## config.mk

```make
export PLATFORM = sky130hd
export DESIGN_NAME = adl_cell
export DESIGN_NICKNAME = d
export VERILOG_FILES = /design/src/design/adaline_lms_trainer_assert.svh /design/src/design/adl_pkg.sv /design/src/design/adl_cell.sv
export SDC_FILE = /design/constraint.sdc
export NUM_CORES = 2
export LEC_CHECK = 0
export BUFFER_PORTS_ARGS = -buffer_cell sky130_fd_sc_hd__buf_2
export CORE_MARGIN = 3
export CORE_UTILIZATION = 40
export CTS_BUF_LIST = sky130_fd_sc_hd__clkbuf_2 sky130_fd_sc_hd__clkbuf_4 sky130_fd_sc_hd__clkbuf_8
export CTS_CLUSTER_DIAMETER = 30
export DETAILED_ROUTE_END_ITERATION = 16
export SYNTH_ARGS = -nofsm -noshare
export SYNTH_HDL_FRONTEND = slang
export SYNTH_SLANG_ARGS = --single-unit
```

## constraint.sdc

```tcl
create_clock -name clk -period 18.6 [get_ports clk]
set_input_delay 3.72 -clock clk [delete_from_list [all_inputs] [get_ports clk]]
set_output_delay 3.72 -clock clk [all_outputs]
set_load 0.03 [all_outputs]
```

## src/design/adaline_lms_trainer_assert.svh

```systemverilog
// assertion macros shared by the trainer rtl
`ifndef ADALINE_LMS_TRAINER_ASSERT_SVH
`define ADALINE_LMS_TRAINER_ASSERT_SVH

// same-cycle implication, disabled during reset
`define ADL_ASSERT_SAME(label, ck, rs, ante, cons, msg) \
  label: assert property (@(posedge ck) disable iff (rs) (ante) |-> (cons)) \
    else $error(msg);

// next-cycle implication, disabled during reset
`define ADL_ASSERT_NEXT(label, ck, rs, ante, cons, msg) \
  label: assert property (@(posedge ck) disable iff (rs) (ante) |=> (cons)) \
    else $error(msg);

`endif

```

## src/design/adl_pkg.sv

```systemverilog
package adl_pkg;

  // neuron size and field counts
  localparam int WEIGHT_COUNT = 5;
  localparam int NUM_X_FIELDS = 5;

  // fixed point format, signed q3.20
  localparam int DATA_W = 24;
  localparam int FRAC   = 20;

  // configuration register widths
  localparam int ETA_W      = 23;
  localparam int TOL_W      = 23;
  localparam int EPOCH_W    = 8;
  localparam int CFG_IDX_W  = 2;
  localparam int CFG_DATA_W = 23;

  // datapath widths
  localparam int PROD_W     = 2 * DATA_W;
  localparam int ACC_W      = PROD_W + $clog2(WEIGHT_COUNT);
  localparam int SAT_W      = ACC_W;
  localparam int ETA_PROD_W = 2 * DATA_W;
  localparam int STEP_W     = ETA_PROD_W - FRAC;
  localparam int DPROD_W    = STEP_W + DATA_W;
  localparam int DELTA_W    = DPROD_W - FRAC;
  localparam int SUM_W      = 32;
  localparam int MAC_CNT_W  = $clog2(WEIGHT_COUNT + 1);

  // register indexes
  localparam logic [CFG_IDX_W-1:0] REG_LEARNING_RATE = 2'd0;
  localparam logic [CFG_IDX_W-1:0] REG_ERROR_TOL     = 2'd1;
  localparam logic [CFG_IDX_W-1:0] REG_MAX_EPOCHS    = 2'd2;

  // register reset values
  localparam logic [ETA_W-1:0]   ETA_RESET    = 23'd1048576;
  localparam logic [TOL_W-1:0]   TOL_RESET    = 23'd105;
  localparam logic [EPOCH_W-1:0] EPOCHS_RESET = 8'd20;

  // request modes
  localparam logic MODE_TRAIN = 1'b0;
  localparam logic MODE_LOAD  = 1'b1;

  localparam logic signed [DATA_W-1:0] Q_MAX = {1'b0, {(DATA_W-1){1'b1}}};
  localparam logic signed [DATA_W-1:0] Q_MIN = {1'b1, {(DATA_W-1){1'b0}}};

  typedef logic signed [DATA_W-1:0] q_t;

  typedef struct packed {
    logic mode;
    q_t   x_in_0;
    q_t   x_in_1;
    q_t   x_in_2;
    q_t   x_in_3;
    q_t   x_in_4;
    q_t   target;
    logic end_of_epoch;
  } in_payload_t;

  typedef struct packed {
    q_t   net_output;
    q_t   error_value;
    logic epoch_done;
    logic stop_training;
  } out_payload_t;

  // sequencer strobes to every cell
  typedef struct packed {
    logic capture;
    logic load;
    logic mul;
    logic apply;
  } cell_ctrl_t;

  // sequencer strobes to the epoch tracker
  typedef struct packed {
    logic clear;
    logic accumulate;
    logic close;
  } epoch_ctrl_t;

  // clamp a wide signed value into q3.20
  function automatic q_t sat_q(input logic signed [SAT_W-1:0] v);
    q_t r;
    if (v > SAT_W'(Q_MAX)) begin
      r = Q_MAX;
    end else if (v < SAT_W'(Q_MIN)) begin
      r = Q_MIN;
    end else begin
      r = v[DATA_W-1:0];
    end
    return r;
  endfunction

endpackage

```

## src/design/adl_cell.sv

```systemverilog
module adl_cell (
  input  logic                                clk,
  input  logic                                rst,
  input  adl_pkg::cell_ctrl_t                 ctrl,
  input  adl_pkg::q_t                         x_new,
  input  logic signed [adl_pkg::STEP_W-1:0]   step,
  input  logic signed [adl_pkg::ACC_W-1:0]    sum_in,
  output logic signed [adl_pkg::ACC_W-1:0]    sum_out
);

  adl_pkg::q_t                          w;
  adl_pkg::q_t                          x;
  adl_pkg::q_t                          w_next;
  logic signed [adl_pkg::PROD_W-1:0]    prod;
  logic signed [adl_pkg::DPROD_W-1:0]   dprod;
  logic signed [adl_pkg::DELTA_W-1:0]   delta;

  // weight held in this cell
  always_ff @(posedge clk) begin
    if (rst) begin
      w <= '0;
    end else if (ctrl.load) begin
      w <= x_new;
    end else if (ctrl.apply) begin
      w <= w_next;
    end
  end

  // pattern element captured at request
  always_ff @(posedge clk) begin
    if (ctrl.capture) begin
      x <= x_new;
    end
  end

  // product, then add into the partial sum passed down the row
  always_ff @(posedge clk) begin
    prod    <= adl_pkg::PROD_W'(w) * adl_pkg::PROD_W'(x);
    sum_out <= sum_in + adl_pkg::ACC_W'(prod);
  end

  // update product step * x
  always_ff @(posedge clk) begin
    if (ctrl.mul) begin
      dprod <= adl_pkg::DPROD_W'(step) * adl_pkg::DPROD_W'(x);
    end
  end

  // floor shift and saturating weight update
  always_comb begin
    delta  = adl_pkg::DELTA_W'(dprod >>> adl_pkg::FRAC);
    w_next = adl_pkg::sat_q(adl_pkg::SAT_W'(w) + adl_pkg::SAT_W'(delta));
  end

endmodule

```

======== Yosys cells after proc, flatten, opt, wreduce, memory -nomap -nowiden ========
Index checks and enable logic that the tools add are counted.
word-level totals
  register bits after elaboration ......... 199
cells by class
  magnitude comparators ................... 2
  $add $sub $neg .......................... 2
  reductions and logical operators ........ 1
  multipliers ............................. 2
  multiplexer cells ....................... 4
operators with widths
  cell                  count
  $mux 24               4
  $mul 28x24->52        1
  $add 51x48->51        1
  $mul 24x24->48        1
  $add 24x32->33        1
  $gt 33x24->1 const B  1
  $lt 33x24->1 const B  1
  $reduce_bool 2->1     1

======== Logic depth before layout (Yosys ltp) ========
  word-level depth ........................ 6
  gate-level depth with buffers ........... 28
  mapped depth without buffers ............ 26

======== Worst setup path before layout ========
Ideal clock, no wire load.
  kind .................................... input port to flip-flop
  start ................................... input step[27] in the netlist's numbering
  end ..................................... register dprod[51] in the netlist's numbering, data pin
  arrival ................................. 10282 ps
  setup slack ............................. 8055 ps
  library setup time ...................... 263 ps
  data required time ...................... 18337 ps
  cell stages on the path ................. 25
  cell sequence ........................... clkbuf_1 -> nand2_1 -> inv_1 -> fa_1 -> fa_1 -> inv_1 -> fa_1 -> fa_1 -> inv_1 -> fa_1 -> fa_1 -> inv_1 -> fa_1 -> inv_1 -> ha_1 -> nand3_1 -> or3_1 -> or3b_2 -> o211ai_1 -> a21oi_1 -> a21oi_1 -> nor2_1 -> o31ai_2 -> a311oi_1 -> xnor2_1
between the ends
  cells in the longest elaborated chain, start to end .. 1
ends and longest elaborated chain
  item                  RTL line        source
  from (decl)           adl_cell.sv:6   input logic signed [adl_pkg::STEP_W-1:0] step,
  $mul 28x24->52        adl_cell.sv:45  dprod <= adl_pkg::DPROD_W'(step) * adl_pkg::DPROD_W'(x);
  to (signal assigned)  adl_cell.sv:45
  to (decl)             adl_cell.sv:15  logic signed [adl_pkg::DPROD_W-1:0] dprod;
Every way passes these cells.
A chain may end at the register's enable or synchronous reset.

======== Worst setup path after layout ========
Ends and elaborated chain as after synthesis.

==> out/results.ini <==
[grt]
grt_max_degree=56
grt_util_met2=0.3573
grt-ovfl-total=0
grt_busiest_layer=met2
grtUsageTotal=0.2187
antenna_found_initial=9
met3_usage=0.04393
grt_use_met1=0.2993
grt_pass1_vias=41670
grt_pass1_wl_um=234300

[clocking]
clock_sinks=179
cts_buffer_depth=2
cts_resized=0
cts.clk_slew.worst_paths_ns=0.11
clk_latency_ns=0.62
cts-root-buf=clkbuf_8
cts_buffers=17
h-tree-depth=4
cts_tree=done
hold_buffers=0
cts_setup_buffers=0

[final_layout]
drive_above_1_share=0.04664
nNetsFinal=7478
syn_to_final_growth_pct=5.152
utilization=0.4264

[yosys]
syn_avg_cell_area_um2=9.326
yosysWarnings=0
synthAdderAreaFrac=0.5680
synthArstFlopShare=0
synth-main-ff-cell=dfxtp_1
yosysSeqAreaShare=0.07714
synth.largest_area_cell=fa_1
yosysMostFrequentCell=inv_1
syn_inst=5760
synth_edf_count=56
synth.mux.area_fraction=0.001724
synth_compound_gate_area_share=0.06275
synthDistinctLibCells=73
synth_nets=7526
synthSimpleGateAreaFrac=0.1546
synth_top_family_by_area=adder cells
ys_ff_latch=179
synth-xor-area-share=0.02478
synth_area_leaders=fa_1, inv_1, ha_1
netlist_area_um2=53720
synth_commonest_cells=inv_1, fa_1, nand2_1, and2_1, ha_1
synth_top_area_frac=0.4856

[timing]
worst_pin_slew_ns=1.274
maxSlewViolCount=0
fin_worst_skew_ns=0.04164
rsz0062_at_grt=no
period_minus_slack_ns=10.72
setup_tns_ns=0
hold_violations=0
fmax_mhz=93.25
setup_violations=0
slew-limit-headroom=0.1496
post-route-period-util=0.5766
fin_ws_ns=7.876

[drt]
wirelength_um=145900
first_iter_violations=2620
drcViolationCount=0
ant_nets=0
drtPass1Iterations=6
viasPerCell=5.119
wl_per_cell_um=19.50
vias=38300

[setup_path]
path_depth=25
crit_path_frequent_cell=fa_1
path_max_fanout=24
slowest_delay_ns=0.56
path_class=in2reg
cp.arrival_ns=11.07
cp_top_family=adder cells
cp_slowest_cell=fa_1
worstRegToRegCells=24
crit_path_start_kind=primary input
end_kind=register
required_ns=18.94
cp.buffers_inverters=6

[hold_path]
min_path_cells=1
hold_path_class=reg2reg

[outcome]
status=finished clean

[placed_design]
gp_congestion=0.8667
place_ws_ns=7.189
numPortBuffers=159
dpl.hpwl_um=111800

[floorplan]
pin_count=160
die_area_um2=138700
die_y_um=372.5
core_area_um2=132500
start_util=0.4056
die_x_um=372.5
rows=133

[job]
cap_violations=0

## per-stage QoR
step	std cells	instance area (um2)	hold WS (ns)
final	7482	56490	0.4501
after floorplan	5760	53720	0.4200
after detailed placement	7448	56050	0.4313
after global placement	7448	56050	0.4333
after CTS	7480	56480	0.4577
after global routing	7481	56490	0.4776
## logic make-up (layout without fill, tap and decap cells)
kind of cell | Yosys count | after routing
AO/OA/AOI/OAI | 504 | 504
XOR/XNOR | 152 | 152
adder cells (fa/ha/maj) | 1657 | 1657
buffers and inverters | 1585 | 1550
flip-flops | 179 | 179
multiplexers | 9 | 9
other | 0 | 2
AND/OR/NAND/NOR | 1674 | 1674
## layout make-up
type | instances | area (um2)
diodes | 2 | 5.005
repair buffers | 211 | 1186
clock buffers | 18 | 247.7
clock inverters | 14 | 183.9
flip-flops and latches | 179 | 4144
well taps | 1755 | 2196
inverters | 1307 | 4906
multi-input cells | 3996 | 43620
fillers | 13180 | 75970
## worst reg2reg max path: stages (launching register included)
cell and delay (ns):
edfxtp_1 0.82, buf_4 0.66, nand2_1 0.24, inv_1 0.16
fa_1 0.45, fa_1 0.67, inv_1 0.27, fa_1 0.56
inv_1 0.05, fa_1 0.51, fa_1 0.48, fa_1 0.52
inv_1 0.05, fa_1 0.47, inv_1 0.04, ha_1 0.35
a21o_1 0.21, a21o_1 0.17, a21oi_1 0.20, o211ai_1 0.22
a2111o_1 0.49, a311oi_2 0.40, o21ai_2 0.19, or4_1 0.43
nand4_1 0.11
## path summary, 6_finish.rpt
kind	startpoint	end	slack, ns
min reg2reg	prod[0]	sum_out[0]	0.45
max	step[27]	dprod[51]	7.88
max reg2reg	x[3]	prod[47]	9.83
min	prod[0]	sum_out[0]	0.45
## state kept, by name, indices dropped and copies added (netlist names)
signal / count
sum_out: 51
x: 24
dprod: 32
w: 24
prod: 48
## placed cells by master, fill, tap and decap left out, types with 43 or more instances in the layout
cell / netlist / final
and2_1: 598 / 598
fa_1: 1303 / 1303
nand2b_1: 48 / 48
xnor2_1: 109 / 109
a21oi_1: 148 / 148
xor2_1: 43 / 43
buf_4: 2 / 52
nor3_1: 55 / 55
inv_1: 1307 / 1307
edfxtp_1: 56 / 56
o21ai_0: 80 / 80
nor2_1: 143 / 143
buf_2: 4 / 159
a21o_1: 68 / 68
dfxtp_1: 123 / 123
ha_1: 354 / 354
nand2_1: 699 / 699
## routing by layer
metal	wire, um	vias to the layer above
met2	67820	1338
li1	-	17040
met4	3178	2
met5	17	-
met1	62560	19740
met3	12310	180
Power is left out: the tool's default activity adds up to more than one toggle a clock period on the data nets, which glitch-free logic cannot reach.
