[src/design/adaline_lms_trainer_assert.svh]
// assertion macros shared by the trainer rtl
`ifndef ADALINE_LMS_TRAINER_ASSERT_SVH
`define ADALINE_LMS_TRAINER_ASSERT_SVH

// same-cycle implication, disabled during reset
`define ADL_ASSERT_SAME(label, ck, rs, ante, cons, msg) \
  label: assert property (@(posedge ck) disable iff (rs) (ante) |-> (cons)) \
    else $error(msg);

// next-cycle implication, disabled during reset
`define ADL_ASSERT_NEXT(label, ck, rs, ante, cons, msg) \
  label: assert property (@(posedge ck) disable iff (rs) (ante) |=> (cons)) \
    else $error(msg);

`endif

[src/design/adl_pkg.sv]
package adl_pkg;

  // neuron size and field counts
  localparam int WEIGHT_COUNT = 5;
  localparam int NUM_X_FIELDS = 5;

  // fixed point format, signed q3.20
  localparam int DATA_W = 24;
  localparam int FRAC   = 20;

  // configuration register widths
  localparam int ETA_W      = 23;
  localparam int TOL_W      = 23;
  localparam int EPOCH_W    = 8;
  localparam int CFG_IDX_W  = 2;
  localparam int CFG_DATA_W = 23;

  // datapath widths
  localparam int PROD_W     = 2 * DATA_W;
  localparam int ACC_W      = PROD_W + $clog2(WEIGHT_COUNT);
  localparam int SAT_W      = ACC_W;
  localparam int ETA_PROD_W = 2 * DATA_W;
  localparam int STEP_W     = ETA_PROD_W - FRAC;
  localparam int DPROD_W    = STEP_W + DATA_W;
  localparam int DELTA_W    = DPROD_W - FRAC;
  localparam int SUM_W      = 32;
  localparam int MAC_CNT_W  = $clog2(WEIGHT_COUNT + 1);

  // register indexes
  localparam logic [CFG_IDX_W-1:0] REG_LEARNING_RATE = 2'd0;
  localparam logic [CFG_IDX_W-1:0] REG_ERROR_TOL     = 2'd1;
  localparam logic [CFG_IDX_W-1:0] REG_MAX_EPOCHS    = 2'd2;

  // register reset values
  localparam logic [ETA_W-1:0]   ETA_RESET    = 23'd1048576;
  localparam logic [TOL_W-1:0]   TOL_RESET    = 23'd105;
  localparam logic [EPOCH_W-1:0] EPOCHS_RESET = 8'd20;

  // request modes
  localparam logic MODE_TRAIN = 1'b0;
  localparam logic MODE_LOAD  = 1'b1;

  localparam logic signed [DATA_W-1:0] Q_MAX = {1'b0, {(DATA_W-1){1'b1}}};
  localparam logic signed [DATA_W-1:0] Q_MIN = {1'b1, {(DATA_W-1){1'b0}}};

  typedef logic signed [DATA_W-1:0] q_t;

  typedef struct packed {
    logic mode;
    q_t   x_in_0;
    q_t   x_in_1;
    q_t   x_in_2;
    q_t   x_in_3;
    q_t   x_in_4;
    q_t   target;
    logic end_of_epoch;
  } in_payload_t;

  typedef struct packed {
    q_t   net_output;
    q_t   error_value;
    logic epoch_done;
    logic stop_training;
  } out_payload_t;

  // sequencer strobes to every cell
  typedef struct packed {
    logic capture;
    logic load;
    logic mul;
    logic apply;
  } cell_ctrl_t;

  // sequencer strobes to the epoch tracker
  typedef struct packed {
    logic clear;
    logic accumulate;
    logic close;
  } epoch_ctrl_t;

  // clamp a wide signed value into q3.20
  function automatic q_t sat_q(input logic signed [SAT_W-1:0] v);
    q_t r;
    if (v > SAT_W'(Q_MAX)) begin
      r = Q_MAX;
    end else if (v < SAT_W'(Q_MIN)) begin
      r = Q_MIN;
    end else begin
      r = v[DATA_W-1:0];
    end
    return r;
  endfunction

endpackage

[src/design/adl_epoch.sv]
module adl_epoch (
  input  logic                               clk,
  input  logic                               rst,
  input  adl_pkg::epoch_ctrl_t               ctrl,
  input  adl_pkg::q_t                        err,
  input  logic [adl_pkg::TOL_W-1:0]          tol,
  input  logic [adl_pkg::EPOCH_W-1:0]        max_epochs,
  output logic                               stop
);

  logic signed [adl_pkg::SUM_W-1:0] sum;
  logic signed [adl_pkg::SUM_W:0]   sum_ext;
  logic signed [adl_pkg::SUM_W-1:0] sum_next;
  logic [adl_pkg::SUM_W-1:0]        mag;
  logic [adl_pkg::EPOCH_W-1:0]      count;
  logic [adl_pkg::EPOCH_W-1:0]      count_next;

  // saturating error sum
  always_comb begin
    sum_ext = (adl_pkg::SUM_W + 1)'(sum) + (adl_pkg::SUM_W + 1)'(err);
    if (sum_ext[adl_pkg::SUM_W] != sum_ext[adl_pkg::SUM_W-1]) begin
      sum_next = {sum_ext[adl_pkg::SUM_W], {(adl_pkg::SUM_W-1){~sum_ext[adl_pkg::SUM_W]}}};
    end else begin
      sum_next = sum_ext[adl_pkg::SUM_W-1:0];
    end
  end

  // magnitude and saturating epoch count
  always_comb begin
    mag        = sum[adl_pkg::SUM_W-1] ? -sum : sum;
    count_next = (count == '1) ? count : count + 1'b1;
  end

  always_ff @(posedge clk) begin
    if (rst) begin
      sum   <= '0;
      count <= '0;
      stop  <= 1'b0;
    end else if (ctrl.clear) begin
      sum   <= '0;
      count <= '0;
    end else if (ctrl.accumulate) begin
      sum <= sum_next;
    end else if (ctrl.close) begin
      count <= count_next;
      stop  <= (mag <= adl_pkg::SUM_W'(tol)) || (count_next >= max_epochs);
      sum   <= '0;
    end
  end

endmodule

[config.mk]
export PLATFORM = sky130hd
export DESIGN_NAME = adl_epoch
export DESIGN_NICKNAME = d
export VERILOG_FILES = /design/src/design/adaline_lms_trainer_assert.svh /design/src/design/adl_pkg.sv /design/src/design/adl_epoch.sv
export SDC_FILE = /design/constraint.sdc
export NUM_CORES = 1
export LEC_CHECK = 0
export BUFFER_PORTS_ARGS = -buffer_cell sky130_fd_sc_hd__buf_2
export CORE_MARGIN = 2
export CORE_UTILIZATION = 45
export CTS_BUF_LIST = sky130_fd_sc_hd__clkbuf_8
export CTS_CLUSTER_SIZE = 12
export DETAILED_ROUTE_END_ITERATION = 16
export GPL_TIMING_DRIVEN = 1
export SLEW_MARGIN = 20
export SYNTH_ARGS = -nofsm -noshare
export SYNTH_HDL_FRONTEND = slang
export SYNTH_SLANG_ARGS = --single-unit
[constraint.sdc]
create_clock -name clk -period 10 [get_ports clk]
set_input_delay 2 -clock clk [delete_from_list [all_inputs] [get_ports clk]]
set_output_delay 2 -clock clk [all_outputs]
set_load 0.01 [all_outputs]
=== After elaboration in Yosys (flattened, before gate mapping) ===
Cells that the tools add are included.

* Input port bits: 60
* Bits in registers: 41

* Bitwise logic cells: 3
* Reduce and logical (&&, ||, !) cells: 5
* Multiplexer cells: 5
* Order comparisons: 2
* Add/sub/neg operators: 3
* Equal/unequal tests: 2

{| class="wikitable"
|+ Operator list
! cell !! count
|-
| two-way mux 32 bit || 4
|-
| adder 32 x 24 -> 33 bit || 1
|-
| less-or-equal comparator 32 x 23 -> 1 bit || 1
|-
| negator 32 bit || 1
|-
| adder 8 x 1 -> 8 bit (second input constant) || 1
|-
| equality test 8 bit (second input constant) || 1
|-
| >= comparator 8 bit || 1
|-
| two-way mux 8 bit || 1
|-
| NOT 1 bit || 3
|-
| AND reduction 3 bit || 1
|-
| AND reduction 2 bit || 1
|-
| nonzero test 2 bit || 1
|-
| OR reduction 2 bit || 1
|-
| logical OR 1 bit || 1
|-
| inequality test 1 bit || 1
|}

=== Longest topological paths before layout ===
Gate-level depths: netlist of run 1.

* Word-level depth: 4
* Gate-level depth with buffers: 16

=== Worst setup path before layout of run 1 ===
No wires, ideal clock.

* Path type: input -> register
* Start: input port err[0]
* End: register sum[27] (netlist bit)
* Library setup time: 0.136 ns
* Buffers on the path: 1
* Data arrival time: 4.475 ns
* Setup slack: 5.389 ns
* Cell stages on the path: 13
* Cell sequence: ha_1 inv_1 fa_1 nor2b_1 o31ai_1 a31oi_1 o21a_1 a21oi_1 or3_1 o221a_2 nand2_1 clkbuf_1 o221ai_1

* Longest elaborated chain between the ends: 4

{| class="wikitable"
|+ Ends and longest elaborated chain
! element !! line !! text
|-
| start, declared || adl_epoch.sv:5 || <nowiki>input adl_pkg::q_t err,</nowiki>
|-
| adder 32 x 24 -> 33 bit * || adl_epoch.sv:20 || <nowiki>sum_ext = (adl_pkg::SUM_W + 1)'(sum) + (adl_pkg::SUM_W + 1)'(err);</nowiki>
|-
| inequality test 1 bit or NOT 1 bit (tied branches) || adl_epoch.sv:21, adl_epoch.sv:22 ||
|-
| two-way mux 32 bit * || adl_epoch.sv:21 || <nowiki>if (sum_ext[adl_pkg::SUM_W] != sum_ext[adl_pkg::SUM_W-1]) begin</nowiki>
|-
| two-way mux 32 bit * || adl_epoch.sv:42 || <nowiki>end else if (ctrl.accumulate) begin</nowiki>
|-
| end signal, assigned || adl_epoch.sv:43 || <nowiki>sum <= sum_next;</nowiki>
|-
| end, declared || adl_epoch.sv:11 || <nowiki>logic signed [adl_pkg::SUM_W-1:0] sum;</nowiki>
|}

Mark *: on every way between the ends. The rest lies on a longest branch, timed or not.
A chain may end at the register's enable or synchronous reset.

=== Final worst setup path of run 1 ===
* Start: input port err[1]
* End: register sum[17] (netlist bit)

Same word-level chain as after synthesis.

==> flow_metrics.env, run 1 <==
export IMPL_outcome="completed"
export IMPL_syn_area_per_cell_um2=7.21
export IMPL_yosys_top_cells_area="dfxtp_1, ha_1, xnor2_1"
export IMPL_grt_max_degree=35
export IMPL_finalHoldViolCount=0
export IMPL_cts_buffers=5
export IMPL_pin_count=61
export IMPL_syn_area_um2=4790
export IMPL_drt_iter0_drc=261
export IMPL_crit_fanout=15
export IMPL_grt_antenna_before_repair=1
export IMPL_h_tree_depth=2
export IMPL_synthXorXnorAreaFrac_pct=11.0
export IMPL_yosys_area_top_type="dfxtp_1"
export IMPL_final_cells=850
export IMPL_cp_end_kind="flip-flop"
export IMPL_path_clk_slew_ps=90
export IMPL_hp_class="reg2reg"
export IMPL_ant_nets=0
export IMPL_max_slew_margin_pct=38.7
export IMPL_fmaxAchievable_mhz=192
export IMPL_cts_resized=0
export IMPL_synth_fa_ha_area_share_pct=17.4
export IMPL_drv_slew=0
export IMPL_routed_wl_um=13400
export IMPL_ys_seq_area_share_pct=17.2
export IMPL_worstSetupStartpoint="err[1]"
export IMPL_nFillCells=1017
export IMPL_overflow=0
export IMPL_finalClockSkew_ps=13.5
export IMPL_multiInputGateArea_um2=3720
export IMPL_yosys_area_share_simple_pct=19.7
export IMPL_synth_top_flop_cell="dfxtp_1"
export IMPL_dpl_hpwl_um=10700
export IMPL_p_leak_uw=0.00248
export IMPL_min_period_over_period_pct=52.1
export IMPL_ir_drop_v=0.0000558
export IMPL_fp_row_count=37
export IMPL_synth_edf_count=0
export IMPL_die_area_um2=11500
export IMPL_coreArea_um2=10300
export IMPL_setup_viol=0
export IMPL_worstPathRequired_ps=10210
export IMPL_drt_first_pass_iters=5
export IMPL_yosysWarningCount=0
export IMPL_root_buffer="clkbuf_8"
export IMPL_synth_distinct_cells=54
export IMPL_finalCriticalPeriod_ps=5210
export IMPL_synth_top_area_share_pct=17.2
export IMPL_post_drt_wl_per_cell_um=15.7
export IMPL_worstHoldStart="count[1]"
export IMPL_cp_start_kind="input pin"
export IMPL_first_global_vias=4771
export IMPL_clockBufferDepth=2
export IMPL_antenna_cells=0
export IMPL_cts_setup_buffers=0
export IMPL_synth_top_family_by_area="compound AO/OA/AOI/OAI gates"
export IMPL_max_slew_worst_pin_slew_ps=913
export IMPL_synthMuxAreaShare_pct=0.418
export IMPL_place_congestion=0.931
export IMPL_cap_violations=0
export IMPL_drive_gt1_share_pct=11.5
export IMPL_cellPowerDensity_nw_per_um2=98.6
export IMPL_syn_instance_count=664
export IMPL_hold_buffers=0
export IMPL_grt_pass1_wl_um=22100
export IMPL_initial_core_util_pct=46.4
export IMPL_routed_via_density=5.73
export IMPL_arrival_ps=5420
export IMPL_vias=4874
export IMPL_fp_dieH_um=107
export IMPL_regToRegStartpoint="sum[2]"
export IMPL_synth_compound_area_share_pct=29.3
export IMPL_nNetsFinal=839
export IMPL_dieWidth_um=107
export IMPL_clock_sinks=41
export IMPL_syn_nets=790
export IMPL_crit_type="in2reg"
export IMPL_async_flop_share_pct=0
export IMPL_ys_seq_elements=41
export IMPL_syn2layout_area_growth_pct=11.2
export IMPL_rsz0062_at_grt="no"
export IMPL_cts_tree="done"
export IMPL_remaining_drc_errors=0
export IMPL_clkLatencyLatePin_ps=300
export IMPL_io_buffers=60
export IMPL_regArea_um2=821
export IMPL_grt_total_usage_pct=23.7
export IMPL_fin_setup_tns_ps=0
export IMPL_dp_cells=842
-- state kept, by name, indices dropped and copies added (netlist names) --
register,count
sum,32
count,8
stop,1
-- final cells by class --
class                   count  share of cell area [%]
clock inverters             2                   0.705
clock buffers               6                    1.55
repair buffers             64                    6.21
flip-flops and latches     41                    15.4
well taps                 136                    3.20
multi-input cells         559                    70.0
inverters                  42                    2.96
-- through the flow --
| stage | cell area, µm² | setup WS, ps | total power [µW] | utilization (%) | hold slack, ps |
|---|---|---|---|---|---|
| after CTS | 5320 | 4880 | 526 | 51.6 | 503 |
| after detailed placement | 5200 | 4570 | 378 | 50.4 | 490 |
| final | 5320 | 4790 | 525 | 51.6 | 499 |
| after global routing | 5320 | 4550 | 558 | 51.6 | 535 |
| after global placement | 5200 | 4770 | 374 | 50.4 | 475 |
| after floorplan | 4790 | 5390 | 324 | - | 458 |
-- layer usage --
layer  global-route usage (%)  wire length (µm)  vias up
met5                        0                13        -
met4                     7.88               336        2
met3                     2.98               561       25
met2                     41.5              6250      123
met1                     30.0              6200     2228
li1                         -                 -     2496
-- placed cells by master (no fill, tap or decap), types with 4 or more instances in the layout --
| cell | instances |
|---|---|
| nand2_1 | 79 |
| a21oi_1 | 74 |
| ha_1 | 65 |
| o21ai_0 | 62 |
| buf_2 | 60 |
| nor2_1 | 50 |
| xnor2_1 | 44 |
| inv_1 | 42 |
| dfxtp_1 | 41 |
| a21o_1 | 19 |
| xor2_1 | 16 |
| nand3_1 | 13 |
| nor3_1 | 11 |
| nor2b_1 | 9 |
| o31ai_1 | 9 |
| a31oi_1 | 8 |
| o21a_1 | 7 |
| nand4_1 | 6 |
| clkbuf_8 | 6 |
| or3_1 | 5 |
| or2_2 | 5 |
| o41ai_1 | 5 |
| and3_1 | 4 |
| and2_1 | 4 |
| or4_1 | 4 |
| o211ai_1 | 4 |
| o21bai_1 | 4 |
| o2111ai_1 | 4 |
| nand2b_1 | 4 |
| a21boi_0 | 4 |
| o221ai_1 | 4 |
| buf_4 | 4 |
-- worst paths after layout --
path	end	slack, ps	depth (start not counted)
setup / recovery	sum[17]	4790	12
hold / removal	count[1]	500	2
setup reg to reg	stop	6020	12
hold reg to reg	count[1]	500	2
-- critical path, stage by stage --
cell and delay [ps]:
buf_2 110, ha_1 320, a211oi_1 260, o21ai_1 230
o2111ai_1 320, a31oi_1 180, o311ai_0 450, nor2b_1 390
xnor2_1 450, buf_4 360, o21ai_0 120, a21oi_1 230
-- synth_stat cells, types with 4 or more instances --
library cell   n
inv_1         42
or3_1          5
a21o_1        19
nor2b_1        9
o21bai_1       4
dfxtp_1       41
a31oi_1        8
or4_1          4
nand2_1       79
o2111ai_1      4
nor3_1        11
o21ai_0       62
nand2b_1       4
a21oi_1       74
and2_1         4
a21boi_0       4
o31ai_1        9
ha_1          65
o41ai_1        5
o211ai_1       4
xor2_1        16
o21a_1         7
nand4_1        6
or2_2          5
o221ai_1       4
nor2_1        50
and3_1         4
clkbuf_1      21
xnor2_1       44
nand3_1       13
-- cell families (layout without fill, tap and decap cells) --
kind of cell | Yosys count | in the layout
compound gates | 228 | 228
simple gates | 203 | 203
fa+ha+maj | 66 | 66
buf+inv | 64 | 114
xor+xnor | 60 | 60
flops | 41 | 41
mux | 2 | 2
-- where the power goes --
group | internal (µW) | switching [µW]
sequential | 171 | 13.1
clock | 81.4 | 66.0
combinational | 81.6 | 112
total | 334 | 191
No activity file was read; power rests on OpenSTA's default activity.
==> run 2: changes to the inputs <==
- PLACE_DENSITY: not set -> 0.67
- clock period: 10 -> 4.5 ns (I/O delays scaled with it)
==> flow_metrics.env, run 2 (synthesized netlist as in run 1, its figures left out) <==
export IMPL_io_buffers=60
export IMPL_final_cells=852
export IMPL_crit_type="reg2reg"
export IMPL_fp_dieH_um=107
export IMPL_grt_total_usage_pct=22.8
export IMPL_grt_antenna_before_repair=0
export IMPL_worstPathRequired_ps=4720
export IMPL_cp_start_kind="flip-flop"
export IMPL_pin_count=61
export IMPL_antenna_cells=0
export IMPL_final_common_cell="nand2_1"
export IMPL_crit_fanout=7
export IMPL_post_drt_wl_per_cell_um=15.2
export IMPL_grt_max_degree=35
export IMPL_nNetsFinal=841
export IMPL_die_area_um2=11500
export IMPL_vias=4914
export IMPL_largest_register_ff_count=32
export IMPL_setup_viol=0
export IMPL_final_cell_mix="nand2_1, a21oi_1, ha_1"
export IMPL_coreArea_um2=10300
export IMPL_arrival_ps=4100
export IMPL_initial_core_util_pct=46.4
export IMPL_hold_ws_ps=507
export IMPL_min_period_over_period_pct=86.2
export IMPL_finalCriticalPeriod_ps=3880
export IMPL_largest_registers="sum x32, count x8, stop x1"
export IMPL_path_clk_slew_ps=90
export IMPL_drt_iter0_drc=242
export IMPL_cts_resized=0
export IMPL_hp_class="reg2reg"
export IMPL_syn2layout_area_growth_pct=11.9
export IMPL_place_ws_ps=585
export IMPL_cts_tree="done"
export IMPL_cts_buffers=5
export IMPL_finalHoldViolCount=0
export IMPL_outcome="completed"
export IMPL_cap_violations=0
export IMPL_max_slew_worst_pin_slew_ps=1020
export IMPL_first_global_vias=4652
export IMPL_root_buffer="clkbuf_8"
export IMPL_drt_first_pass_iters=4
export IMPL_fmaxAchievable_mhz=258
export IMPL_drive_gt1_share_pct=11.7
export IMPL_routed_wl_um=12900
export IMPL_finalClockSkew_ps=8.25
export IMPL_fin_setup_tns_ps=0
export IMPL_crit_path_end="stop"
export IMPL_rrSetupSlack_ps=620
export IMPL_hold_buffers=0
export IMPL_r2r_worst_path_cells=12
export IMPL_ant_nets=0
export IMPL_fp_row_count=37
export IMPL_regToRegStartpoint="sum[2]"
export IMPL_clockBufferDepth=2
export IMPL_dieWidth_um=107
export IMPL_fin_ws_ps=621
export IMPL_clkLatencyLatePin_ps=310
export IMPL_power_total_uw=1210
export IMPL_ir_drop_v=0.000143
export IMPL_cp_end_kind="flip-flop"
export IMPL_r2r_end="stop"
export IMPL_drv_slew=0
export IMPL_worstSetupStartpoint="sum[2]"
export IMPL_dpl_hpwl_um=10300
export IMPL_cellPowerDensity_nw_per_um2=226
export IMPL_cts_setup_buffers=0
export IMPL_h_tree_depth=2
export IMPL_max_slew_margin_pct=31.7
export IMPL_place_congestion=0.901
export IMPL_grt_pass1_wl_um=21300
export IMPL_overflow=0
export IMPL_routed_via_density=5.77
export IMPL_rsz0062_at_grt="no"
export IMPL_dp_cells=844
export IMPL_p_leak_uw=0.00250
export IMPL_remaining_drc_errors=0
export IMPL_largest_register="sum"
export IMPL_clock_sinks=41
run 2: how the worst min path moves through the flow:
stage	startpoint	depth (start not counted)	end	slack [ps]
floorplan	count[1]	2	count[1]	460
global placement	count[1]	2	count[1]	480
detailed placement	count[1]	2	count[1]	490
CTS	count[1]	2	count[1]	510
global route	sum[5]	2	sum[5]	550
finish	count[1]	2	count[1]	510
run 2: worst max-delay path, stage by stage, from the launching register on:
cell and delay [ps]:
dfxtp_1 400, or4_4 580, or4_4 480, or4_1 620
o31ai_1 290, xnor2_1 170, ha_1 270, a21o_1 160
a21oi_1 140, o21ai_0 130, a21oi_1 140, a31oi_1 90
o41ai_2 320
run 2: through the flow:
stage / cell area (µm²) / util [%]
floorplan: 4790 / -
finish: 5360 / 51.9
global route: 5360 / 51.9
detailed placement: 5220 / 50.5
CTS: 5360 / 51.9
global placement: 5220 / 50.5
run 2: routing by layer:
metal	part of all wire, %	vias to the layer above	wire (µm)	global-route usage, %
li1	-	2492	-	-
met1	46	2295	5940	28.2
met2	48	105	6240	40.9
met3	3.4	22	440	2.80
met4	2.4	0	307	7.24
met5	0	-	0	0
run 2: report_power, final:
part / internal, µW / switching (µW)
registers: 379 / 29.2
logic: 183 / 243
clock network: 224 / 152
run 2: final cells by class:
class,instances,area (µm²)
Clock buffer,5,68.8
Clock inverter,3,68.8
Fill cell,1016,4970
Inverter,42,158
Multi-Input combinational cell,559,3720
Sequential cell,41,821
Tap cell,136,170
Timing Repair Buffer,66,345
==> run 3: changes to the inputs <==
- CORE_UTILIZATION: 45 -> 50
- PLACE_DENSITY: 0.67 -> 0.73
==> flow_metrics.env, run 3 (synthesized netlist as in run 1, its figures left out) <==
export IMPL_largest_registers="sum x32, count x8, stop x1"
export IMPL_ant_nets=0
export IMPL_clock_sinks=41
export IMPL_worstHoldStart="count[1]"
export IMPL_final_common_cell="nand2_1"
export IMPL_drv_slew=0
export IMPL_drt_iter0_drc=266
export IMPL_cts_setup_buffers=0
export IMPL_grt_pass1_wl_um=21100
export IMPL_vias=4955
export IMPL_critPathSlowestCell="or4_1"
export IMPL_crit_type="reg2reg"
export IMPL_cts_resized=0
export IMPL_grt_antenna_before_repair=0
export IMPL_final_cell_mix="nand2_1, a21oi_1, ha_1"
export IMPL_cellPowerDensity_nw_per_um2=227
export IMPL_syn2layout_area_growth_pct=11.7
export IMPL_worstPathRequired_ps=4680
export IMPL_dieWidth_um=102
export IMPL_routed_wl_um=12700
export IMPL_ir_drop_v=0.000197
export IMPL_whs_path_depth=2
export IMPL_cts_buffers=5
export IMPL_finalHoldViolCount=0
export IMPL_crit_fanout=7
export IMPL_largest_register_ff_count=32
export IMPL_worstSetupStartpoint="sum[2]"
export IMPL_grt_total_usage_pct=24.9
export IMPL_clockBufferDepth=2
export IMPL_nNetsFinal=841
export IMPL_io_buffers=60
export IMPL_regToRegStartpoint="sum[2]"
export IMPL_first_global_vias=4743
export IMPL_dpl_hpwl_um=10100
export IMPL_finalClockSkew_ps=8.54
export IMPL_largest_register="sum"
export IMPL_cp_common_cell="or4_4"
export IMPL_grt_max_degree=35
export IMPL_r2r_end="stop"
export IMPL_cap_violations=0
export IMPL_fin_setup_tns_ps=0
export IMPL_min_to="count[1]"
export IMPL_drt_first_pass_iters=5
export IMPL_path_cells="or4_4 > or4_4 > or4_1 > o41ai_1 > xnor2_1 > ha_1 > nand3_1 > o21ai_0 > a21oi_1 > a31oi_1 > o41ai_2"
export IMPL_path_clk_slew_ps=100
export IMPL_max_slew_margin_pct=34.4
export IMPL_rsz0062_at_grt="no"
export IMPL_setup_viol=0
export IMPL_cp_end_kind="flip-flop"
export IMPL_fp_dieH_um=102
export IMPL_final_cells=845
export IMPL_die_area_um2=10400
export IMPL_fp_row_count=35
export IMPL_drive_gt1_share_pct=11.7
export IMPL_post_drt_wl_per_cell_um=15.0
export IMPL_dp_cells=837
export IMPL_routed_via_density=5.86
export IMPL_fmaxAchievable_mhz=258
export IMPL_root_buffer="clkbuf_8"
export IMPL_pin_count=61
export IMPL_rrSetupSlack_ps=630
export IMPL_hp_class="reg2reg"
export IMPL_cts_tree="done"
export IMPL_p_leak_uw=0.00250
export IMPL_h_tree_depth=2
export IMPL_overflow=0
export IMPL_min_period_over_period_pct=86.1
export IMPL_antenna_cells=0
export IMPL_outcome="completed"
export IMPL_cp_start_kind="flip-flop"
export IMPL_arrival_ps=4060
export IMPL_remaining_drc_errors=0
export IMPL_hold_buffers=0
export IMPL_r2r_worst_path_cells=11
export IMPL_coreArea_um2=9280
export IMPL_clkLatencyLatePin_ps=300
export IMPL_finalCriticalPeriod_ps=3870
export IMPL_cpPeakStageDelay_ps=630
export IMPL_max_slew_worst_pin_slew_ps=976
export IMPL_initial_core_util_pct=51.5
export IMPL_place_congestion=0.953
==> run 3: cell counts in the layout (fill, tap and decap cells not counted) <==
Identical to the previous run, type by type.
==> run 3: where the power goes <==
| group | switching, µW | internal [µW] |
|---|---|---|
| combinational | 245 | 183 |
| sequential | 28.5 | 379 |
| clock | 153 | 224 |
| total | 426 | 786 |
==> run 3: worst max-delay path, delay by kind of cell (launching register included) <==
| kind | cells | cell delay [ps] |
|---|---|---|
| DFF | 1 | 400 |
| xor gates and xnor gates | 1 | 120 |
| adders and majority gates | 1 | 310 |
| AOI/OAI and AO/OA | 5 | 1170 |
| and+or+nand+nor | 4 | 1770 |
==> run 3: metrics by stage <==
stage | total power (µW) | setup slack (ps) | utilization (%) | hold WS, ps | area [µm²]
floorplan | 720 | 989 | - | 458 | 4790
global placement | 824 | 701 | 56.1 | 473 | 5210
detailed placement | 837 | 622 | 56.1 | 487 | 5210
CTS | 1210 | 659 | 57.6 | 503 | 5350
global route | 1290 | 408 | 57.6 | 528 | 5350
finish | 1210 | 626 | 57.6 | 511 | 5350
==> run 3: worst max-delay path by stage <==
stage | slack, ps | depth (start not counted) | endpoint
2_1_floorplan | 990 | 13 | sum[27]
3_3_place_gp | 700 | 11 | stop
3_5_place_dp | 620 | 13 | sum[30]
4_1_cts | 660 | 11 | stop
5_1_grt | 410 | 11 | stop
6_report | 630 | 11 | stop
==> run 3: layout make-up <==
class / count / area (µm²)
fill: 911 / 3940
multi-input combinational: 559 / 3720
sequential: 41 / 821
timing repair buffer: 66 / 345
tap: 129 / 161
inverter: 42 / 158
clock buffer: 5 / 68.8
clock inverter: 3 / 68.8
==> run 3: metal layers <==
metal / vias up / share of wire (%) / GRT usage [%]
met5: - / 0 / 0
met3: 29 / 5.0 / 3.08
met2: 138 / 47 / 43.3
li1: 2494 / - / -
met4: 0 / 3.6 / 10.8
met1: 2294 / 44 / 30.9
